===== src/sv/rainbow_pixel_color_generator_macros.svh =====
// assertion macros for the rainbow pixel color generator
`ifndef RAINBOW_PIXEL_COLOR_GENERATOR_MACROS_SVH
`define RAINBOW_PIXEL_COLOR_GENERATOR_MACROS_SVH

// same-cycle implication, checked on every rising edge outside reset
`define RPCG_ASSERT_IMPL(label, ante, cons, msg) \
    label: assert property (@(posedge clk) disable iff (!rst_n) (ante) |-> (cons)) \
        else $error(msg);

// next-cycle implication, checked on every rising edge outside reset
`define RPCG_ASSERT_NEXT(label, ante, cons, msg) \
    label: assert property (@(posedge clk) disable iff (!rst_n) (ante) |=> (cons)) \
        else $error(msg);

`endif


===== src/sv/rpcg_pkg.sv =====
// shared types, constants and helpers for the rainbow pixel color generator
package rpcg_pkg;

    // hue wheel geometry
    localparam int unsigned HueCycle    = 1536;
    localparam int unsigned PeriodBits  = 5;
    localparam int unsigned HueW        = 11;
    localparam logic [HueW-1:0] HUE_CYCLE = HueW'(HueCycle);

    // channel levels
    localparam logic [7:0] FULL        = 8'd255;
    localparam logic [7:0] PASTEL_BASE = 8'd64;

    // configuration register indexes
    localparam logic [1:0] CFG_STRIP_OFFSET = 2'd0;
    localparam logic [1:0] CFG_REVERSE      = 2'd1;
    localparam logic [1:0] CFG_PASTEL       = 2'd2;

    // color wheel sectors
    localparam logic [2:0] SECTOR_RED_GREEN_UP  = 3'd0;
    localparam logic [2:0] SECTOR_RED_DOWN      = 3'd1;
    localparam logic [2:0] SECTOR_BLUE_UP       = 3'd2;
    localparam logic [2:0] SECTOR_GREEN_DOWN    = 3'd3;
    localparam logic [2:0] SECTOR_RED_UP        = 3'd4;
    localparam logic [2:0] SECTOR_BLUE_DOWN     = 3'd5;

    // pixel request payload
    typedef struct packed {
        logic [7:0]  strip_index;
        logic [15:0] led_index;
        logic [10:0] hue_motion;
    } pixel_t;

    // pixel color payload
    typedef struct packed {
        logic [7:0] red;
        logic [7:0] green;
        logic [7:0] blue;
    } color_t;

    // pastel compression: 64 + floor(3c/4)
    function automatic logic [7:0] soften(input logic [7:0] c);
        logic [9:0] triple;
        triple = {2'b00, c} + {1'b0, c, 1'b0};
        return PASTEL_BASE + triple[9:2];
    endfunction

endpackage


===== src/sv/rainbow_pixel_color_generator.sv =====
// top level of the rainbow pixel color generator
`include "rainbow_pixel_color_generator_macros.svh"

// Takes one pixel request per clock on start and returns its RGB color as a
// one-cycle pulse on done with the color on the color port. The request is
// captured in an input register, the hue and color wheel logic runs in the
// following cycle and lands in the result register, so the rate is one pixel
// per clock. busy stays low and the receiver must take each result in the
// cycle done is high, since it cannot stall the block. Registers are written
// through the cfg channel, which is always ready; write them only while no
// request is in flight.
module rainbow_pixel_color_generator
(
    input  logic              clk,
    input  logic              rst_n,
    input  logic              start,
    output logic              busy,
    input  rpcg_pkg::pixel_t  pixel,
    output logic              done,
    output rpcg_pkg::color_t  color,
    input  logic              cfg_valid,
    output logic              cfg_ready,
    input  logic [1:0]        cfg_index,
    input  logic [15:0]       cfg_data
);

    // only the low bits of the offset reach the 32-pixel spatial phase
    logic [4:0]        offset_low_reg;
    logic              reverse_reg;
    logic              pastel_reg;

    logic              item_valid_reg;
    rpcg_pkg::pixel_t  item_reg;
    logic              done_reg;
    rpcg_pkg::color_t  color_reg;

    logic [10:0]       hue;
    rpcg_pkg::color_t  color_next;

    assign busy      = 1'b0;
    assign cfg_ready = 1'b1;

    // configuration register writes
    always_ff @(posedge clk or negedge rst_n)
    begin
        if (!rst_n)
        begin
            offset_low_reg <= 5'd0;
            reverse_reg    <= 1'b0;
            pastel_reg     <= 1'b0;
        end
        else if (cfg_valid && cfg_ready)
        begin
            case (cfg_index)
                rpcg_pkg::CFG_STRIP_OFFSET: offset_low_reg <= cfg_data[4:0];
                rpcg_pkg::CFG_REVERSE:      reverse_reg    <= cfg_data[0];
                rpcg_pkg::CFG_PASTEL:       pastel_reg     <= cfg_data[0];
                default:                    ;
            endcase
        end
    end

    // input stage control
    always_ff @(posedge clk or negedge rst_n)
    begin
        if (!rst_n)
            item_valid_reg <= 1'b0;
        else
            item_valid_reg <= start && !busy;
    end

    // input stage payload
    always_ff @(posedge clk)
    begin
        if (start && !busy)
            item_reg <= pixel;
    end

    rpcg_hue u_hue
    (
        .pixel      (item_reg),
        .offset_low (offset_low_reg),
        .reverse    (reverse_reg),
        .hue        (hue)
    );

    rpcg_wheel u_wheel
    (
        .hue    (hue),
        .pastel (pastel_reg),
        .color  (color_next)
    );

    // result stage control
    always_ff @(posedge clk or negedge rst_n)
    begin
        if (!rst_n)
            done_reg <= 1'b0;
        else
            done_reg <= item_valid_reg;
    end

    // result stage payload
    always_ff @(posedge clk)
    begin
        if (item_valid_reg)
            color_reg <= color_next;
    end

    assign done  = done_reg;
    assign color = color_reg;

    // checks
    `RPCG_ASSERT_NEXT(a_accept_to_stage, start && !busy, item_valid_reg, "accepted request lost")
    `RPCG_ASSERT_NEXT(a_stage_to_done, item_valid_reg, done, "staged request gave no result")
    `RPCG_ASSERT_IMPL(a_has_full, done, (color.red == rpcg_pkg::FULL) || (color.green == rpcg_pkg::FULL) || (color.blue == rpcg_pkg::FULL), "no saturated channel")
    `RPCG_ASSERT_IMPL(a_has_floor, done, (color.red == 8'd0) || (color.green == 8'd0) || (color.blue == 8'd0) || ((color.red >= rpcg_pkg::PASTEL_BASE) && (color.green >= rpcg_pkg::PASTEL_BASE) && (color.blue >= rpcg_pkg::PASTEL_BASE)), "color neither wheel nor pastel")

endmodule


===== src/sv/rpcg_hue.sv =====
// hue computation from pixel position and motion phase
module rpcg_hue
(
    input  rpcg_pkg::pixel_t       pixel,
    input  logic [4:0]             offset_low,
    input  logic                   reverse,
    output logic [10:0]            hue
);

    logic [10:0] motion_wrap;
    logic [10:0] motion;
    logic [4:0]  phase;
    logic [11:0] spatial;
    logic [11:0] hue_sum;

    // reduce motion into the wheel, then mirror it when reversed
    always_comb
    begin
        if (pixel.hue_motion >= rpcg_pkg::HUE_CYCLE)
            motion_wrap = pixel.hue_motion - rpcg_pkg::HUE_CYCLE;
        else
            motion_wrap = pixel.hue_motion;
        if (reverse && (motion_wrap != 11'd0))
            motion = rpcg_pkg::HUE_CYCLE - motion_wrap;
        else
            motion = motion_wrap;
    end

    // spatial phase wraps every 32 pixels, only low bits of each term count
    assign phase = offset_low + pixel.strip_index[4:0] + pixel.led_index[4:0];

    // phase times 48 as two shifted copies
    assign spatial = {2'b00, phase, 5'b00000} + {3'b000, phase, 4'b0000};

    // sum lies in 1..3024, one conditional subtract brings it onto the wheel
    always_comb
    begin
        hue_sum = spatial + {1'b0, rpcg_pkg::HUE_CYCLE} - {1'b0, motion};
        if (hue_sum >= {1'b0, rpcg_pkg::HUE_CYCLE})
            hue = hue_sum[10:0] - rpcg_pkg::HUE_CYCLE;
        else
            hue = hue_sum[10:0];
    end

endmodule


===== src/sv/rpcg_wheel.sv =====
// six-sector color wheel with optional pastel compression
module rpcg_wheel
(
    input  logic [10:0]        hue,
    input  logic               pastel,
    output rpcg_pkg::color_t   color
);

    logic [7:0]       ramp;
    logic [7:0]       fall;
    rpcg_pkg::color_t raw;

    assign ramp = hue[7:0];
    assign fall = rpcg_pkg::FULL - ramp;

    // sector select
    always_comb
    begin
        case (hue[10:8])
            rpcg_pkg::SECTOR_RED_GREEN_UP:
            begin
                raw = '{red: rpcg_pkg::FULL, green: ramp, blue: 8'd0};
            end
            rpcg_pkg::SECTOR_RED_DOWN:
            begin
                raw = '{red: fall, green: rpcg_pkg::FULL, blue: 8'd0};
            end
            rpcg_pkg::SECTOR_BLUE_UP:
            begin
                raw = '{red: 8'd0, green: rpcg_pkg::FULL, blue: ramp};
            end
            rpcg_pkg::SECTOR_GREEN_DOWN:
            begin
                raw = '{red: 8'd0, green: fall, blue: rpcg_pkg::FULL};
            end
            rpcg_pkg::SECTOR_RED_UP:
            begin
                raw = '{red: ramp, green: 8'd0, blue: rpcg_pkg::FULL};
            end
            default:
            begin
                raw = '{red: rpcg_pkg::FULL, green: 8'd0, blue: fall};
            end
        endcase
    end

    // pastel mapping per channel
    always_comb
    begin
        if (pastel)
        begin
            color.red   = rpcg_pkg::soften(raw.red);
            color.green = rpcg_pkg::soften(raw.green);
            color.blue  = rpcg_pkg::soften(raw.blue);
        end
        else
        begin
            color = raw;
        end
    end

endmodule


===== config.mk =====
export PLATFORM = sky130hd
export DESIGN_NAME = rainbow_pixel_color_generator
export DESIGN_NICKNAME = d
export VERILOG_FILES = /design/src/sv/rpcg_pkg.sv /design/src/sv/rainbow_pixel_color_generator.sv /design/src/sv/rpcg_hue.sv /design/src/sv/rpcg_wheel.sv
export VERILOG_INCLUDE_DIRS = /design/src /design/src/sv
export SDC_FILE = /design/constraint.sdc
export NUM_CORES = 1
export LEC_CHECK = 0
export BUFFER_PORTS_ARGS = -buffer_cell sky130_fd_sc_hd__buf_2
export CAP_MARGIN = 20
export CORE_MARGIN = 2
export CORE_UTILIZATION = 50
export DETAILED_ROUTE_END_ITERATION = 7
export GPL_TIMING_DRIVEN = 1
export PLACE_DENSITY = 0.72
export SYNTH_ARGS = -nofsm -noshare
export SYNTH_HDL_FRONTEND = slang
export SYNTH_SLANG_ARGS = --single-unit

===== constraint.sdc =====
create_clock -name clk -period 8 [get_ports clk]
set_input_delay 0.4 -clock clk [delete_from_list [all_inputs] [get_ports clk]]
set_output_delay 0.4 -clock clk [all_outputs]
set_load 0.1 [all_outputs]

==> flow_metrics.py <==
metrics = {
    "run_status": {
        "status": "complete, no violations",
    },
    "clock_network": {
        "clk_pin_slew_ns": 0.11,
        "clockRootBuffer": "clkbuf_8",
        "cts_tree": "done",
        "ctsLongestPathBuffers": 2,
        "insertion_delay_ns": 0.33,
        "cts_buffers": 5,
        "htreeDepth": 2,
        "cts_num_sinks": 54,
    },
    "grt": {
        "grt_pass1_vias": 4774,
        "grt_max_degree": 38,
        "gr-total-overflow": 0,
        "antenna_found_initial": 0,
        "grt_first_pass_wirelength_um": 22800,
        "grtUsageTotal_pct": 24.3,
    },
    "floorplanning": {
        "die_x_um": 109,
        "core_area_um2": 10800,
        "die_h_um": 109,
        "dieArea_um2": 11900,
        "pin_count": 84,
        "initial_core_util_pct": 51.1,
        "row_count": 38,
    },
    "sta": {
        "timing.final.crit_share_pct": 95.6,
        "fin_crit_ns": 7.65,
        "slew_headroom_pct": 32.0,
        "fmax_mhz": 131,
        "hold_viol": 0,
        "setup_viol": 0,
        "drv_slew": 0,
        "skew_ns": 0.00870,
        "rsz0062_at_grt": "true",
        "tns_ns": 0,
        "tightestPinTransition_ns": 1.02,
    },
    "place": {
        "dp_hpwl_um": 10900,
        "place_congestion": 0.971,
        "port_buffers": 56,
    },
    "setup_path": {
        "crit_top_cell": "inv_1",
        "end_kind": "register",
        "critPathKind": "reg -> reg",
        "cp.required_ns": 8.20,
        "critPathSlowestCell": "fa_1",
        "crit_family": "adder cells",
        "arrival_ns": 7.85,
        "slowest_delay_ns": 0.54,
        "worstPathMaxFanout": 10,
        "crit_path_start_kind": "register",
        "critPathBufInv": 5,
    },
    "synth": {
        "async_reset_ff_share_pct": 16.7,
        "syn-num-nets": 733,
        "ys_seq_elements": 54,
        "syn_inst": 624,
        "netlist_area_um2": 5510,
        "synth-warning-count": 0,
        "synth_ff_type": "edfxtp_1",
        "ys_types": 82,
        "synth_edf_count": 45,
        "synth.avg_cell_area_um2": 8.84,
        "yosysSeqAreaShare_pct": 28.6,
    },
    "final_layout": {
        "nets": 808,
        "largest_reg_flops": 24,
        "layout-drive-gt1-share_pct": 20.9,
        "final_common_cell": "buf_2",
        "area_growth_pct": 14.9,
        "layout_common_cells": "buf_2 (56), nand2_1 (48), nor2_1 (48)",
        "antenna_cells": 0,
    },
    "drt": {
        "wl_per_cell_um": 16.2,
        "drtPass1Iterations": 6,
        "ant_nets": 0,
        "routed_wl_um": 13600,
        "avgViaCountPerCell": 6.05,
        "drc": 0,
        "drt_iter0_markers": 342,
        "num_vias": 5082,
    },
    "min_path": {
        "holdCritPathClass": "in -> reg",
    },
    "job": {
        "maxCapViolCount": 0,
    },
}
-- logic make-up after synthesis --
family / Yosys count / share of synthesized area, %
buffers and inverters: 64 / 4.74
muxes: 19 / 3.65
xor gates and xnor gates: 36 / 6.10
and+or+nand+nor: 196 / 18.2
DFF: 54 / 28.6
AOI/OAI and AO/OA: 201 / 25.6
other: 2 / 0.136
adders and majority gates: 52 / 13.0
-- per-stage QoR --
stage | setup WS [ns] | cells | util (%) | area (um2) | hold slack (ns)
2_1_floorplan | 0.788 | 624 | - | 5510 | 0.104
3_3_place_gp | 0.414 | 831 | 56.7 | 6120 | 0.263
3_5_place_dp | 0.259 | 831 | 56.7 | 6120 | 0.271
4_1_cts | 0.151 | 840 | 57.7 | 6230 | 0.226
5_1_grt | -0.0355 | 840 | 58.7 | 6330 | 0.220
6_report | 0.354 | 840 | 58.7 | 6330 | 0.235
-- Yosys cell counts (4+ instances only) --
cell       number  area share, %
o31ai_1         8            1.1
or3_1           5           0.57
o21a_1          5           0.68
nor2_1         48            3.3
ha_1           43            9.8
nand2_1        48            3.3
inv_1          39            2.7
edfxtp_1       45             25
o2111ai_1       4           0.64
a311oi_1        4           0.64
xor2_1         16            2.5
a221oi_1        9            1.4
o211ai_1        7           0.95
xnor2_1        18            2.9
o22ai_1         7           0.79
a211oi_1       13            1.8
and2_1          6           0.68
mux2_2          9            1.8
fa_1            9            3.3
a211o_1         4           0.64
or2_2           5           0.57
nand3_1        14            1.3
o21ai_0        38            3.4
mux2i_1        10            1.8
nand4_1         4           0.45
a31oi_1         6           0.68
nor2b_1        10            1.1
nand2b_1        8           0.91
a21oi_1        41            3.7
clkbuf_1       18            1.2
dfrtp_1         9            4.1
nor4_1          6           0.68
a21o_1         15            2.0
or4_1           5           0.68
nor3_1         15            1.4
-- worst paths after layout --
kind | start | endpoint | slack (ns) | depth (start not counted)
worst min-delay path | pixel[31] | item_reg[31] | 0.24 | 1
worst min register to register | offset_low_reg[4] | offset_low_reg[4] | 0.56 | 1
max in group asynchronous | rst_n | reverse_reg | 7.38 | 2
worst max-delay path | offset_low_reg[1] | color[7] | 0.35 | 30
min in group asynchronous | rst_n | offset_low_reg[0] | 0.44 | 2
worst max register to register | offset_low_reg[1] | color[7] | 0.35 | 30
-- timing repair --
item / CTS / global route
hold buffers: 1 / 0
endpoints found under the setup margin: 0 / 4
gates resized for setup: 0 / 19
setup buffers: 0 / 0
endpoints found under the hold margin: 9 / 0
-- per-layer routing --
metal	wire length, um	track usage, %
met1	5660	30.5
met2	6770	42.1
met3	850	3.47
met4	361	8.88
met5	0	0
-- area by class of cell --
cell class	count	area, um2
multi-input cells	506	3780
clock inverters	3	28.8
fillers	943	4460
inverters	40	150
repair buffers	92	553
clock buffers	5	68.8
flip-flops and latches	54	1580
well taps	140	175
Power is not shown: default switching activity piles up to over one toggle a cycle in this logic, so the estimate is an artifact.
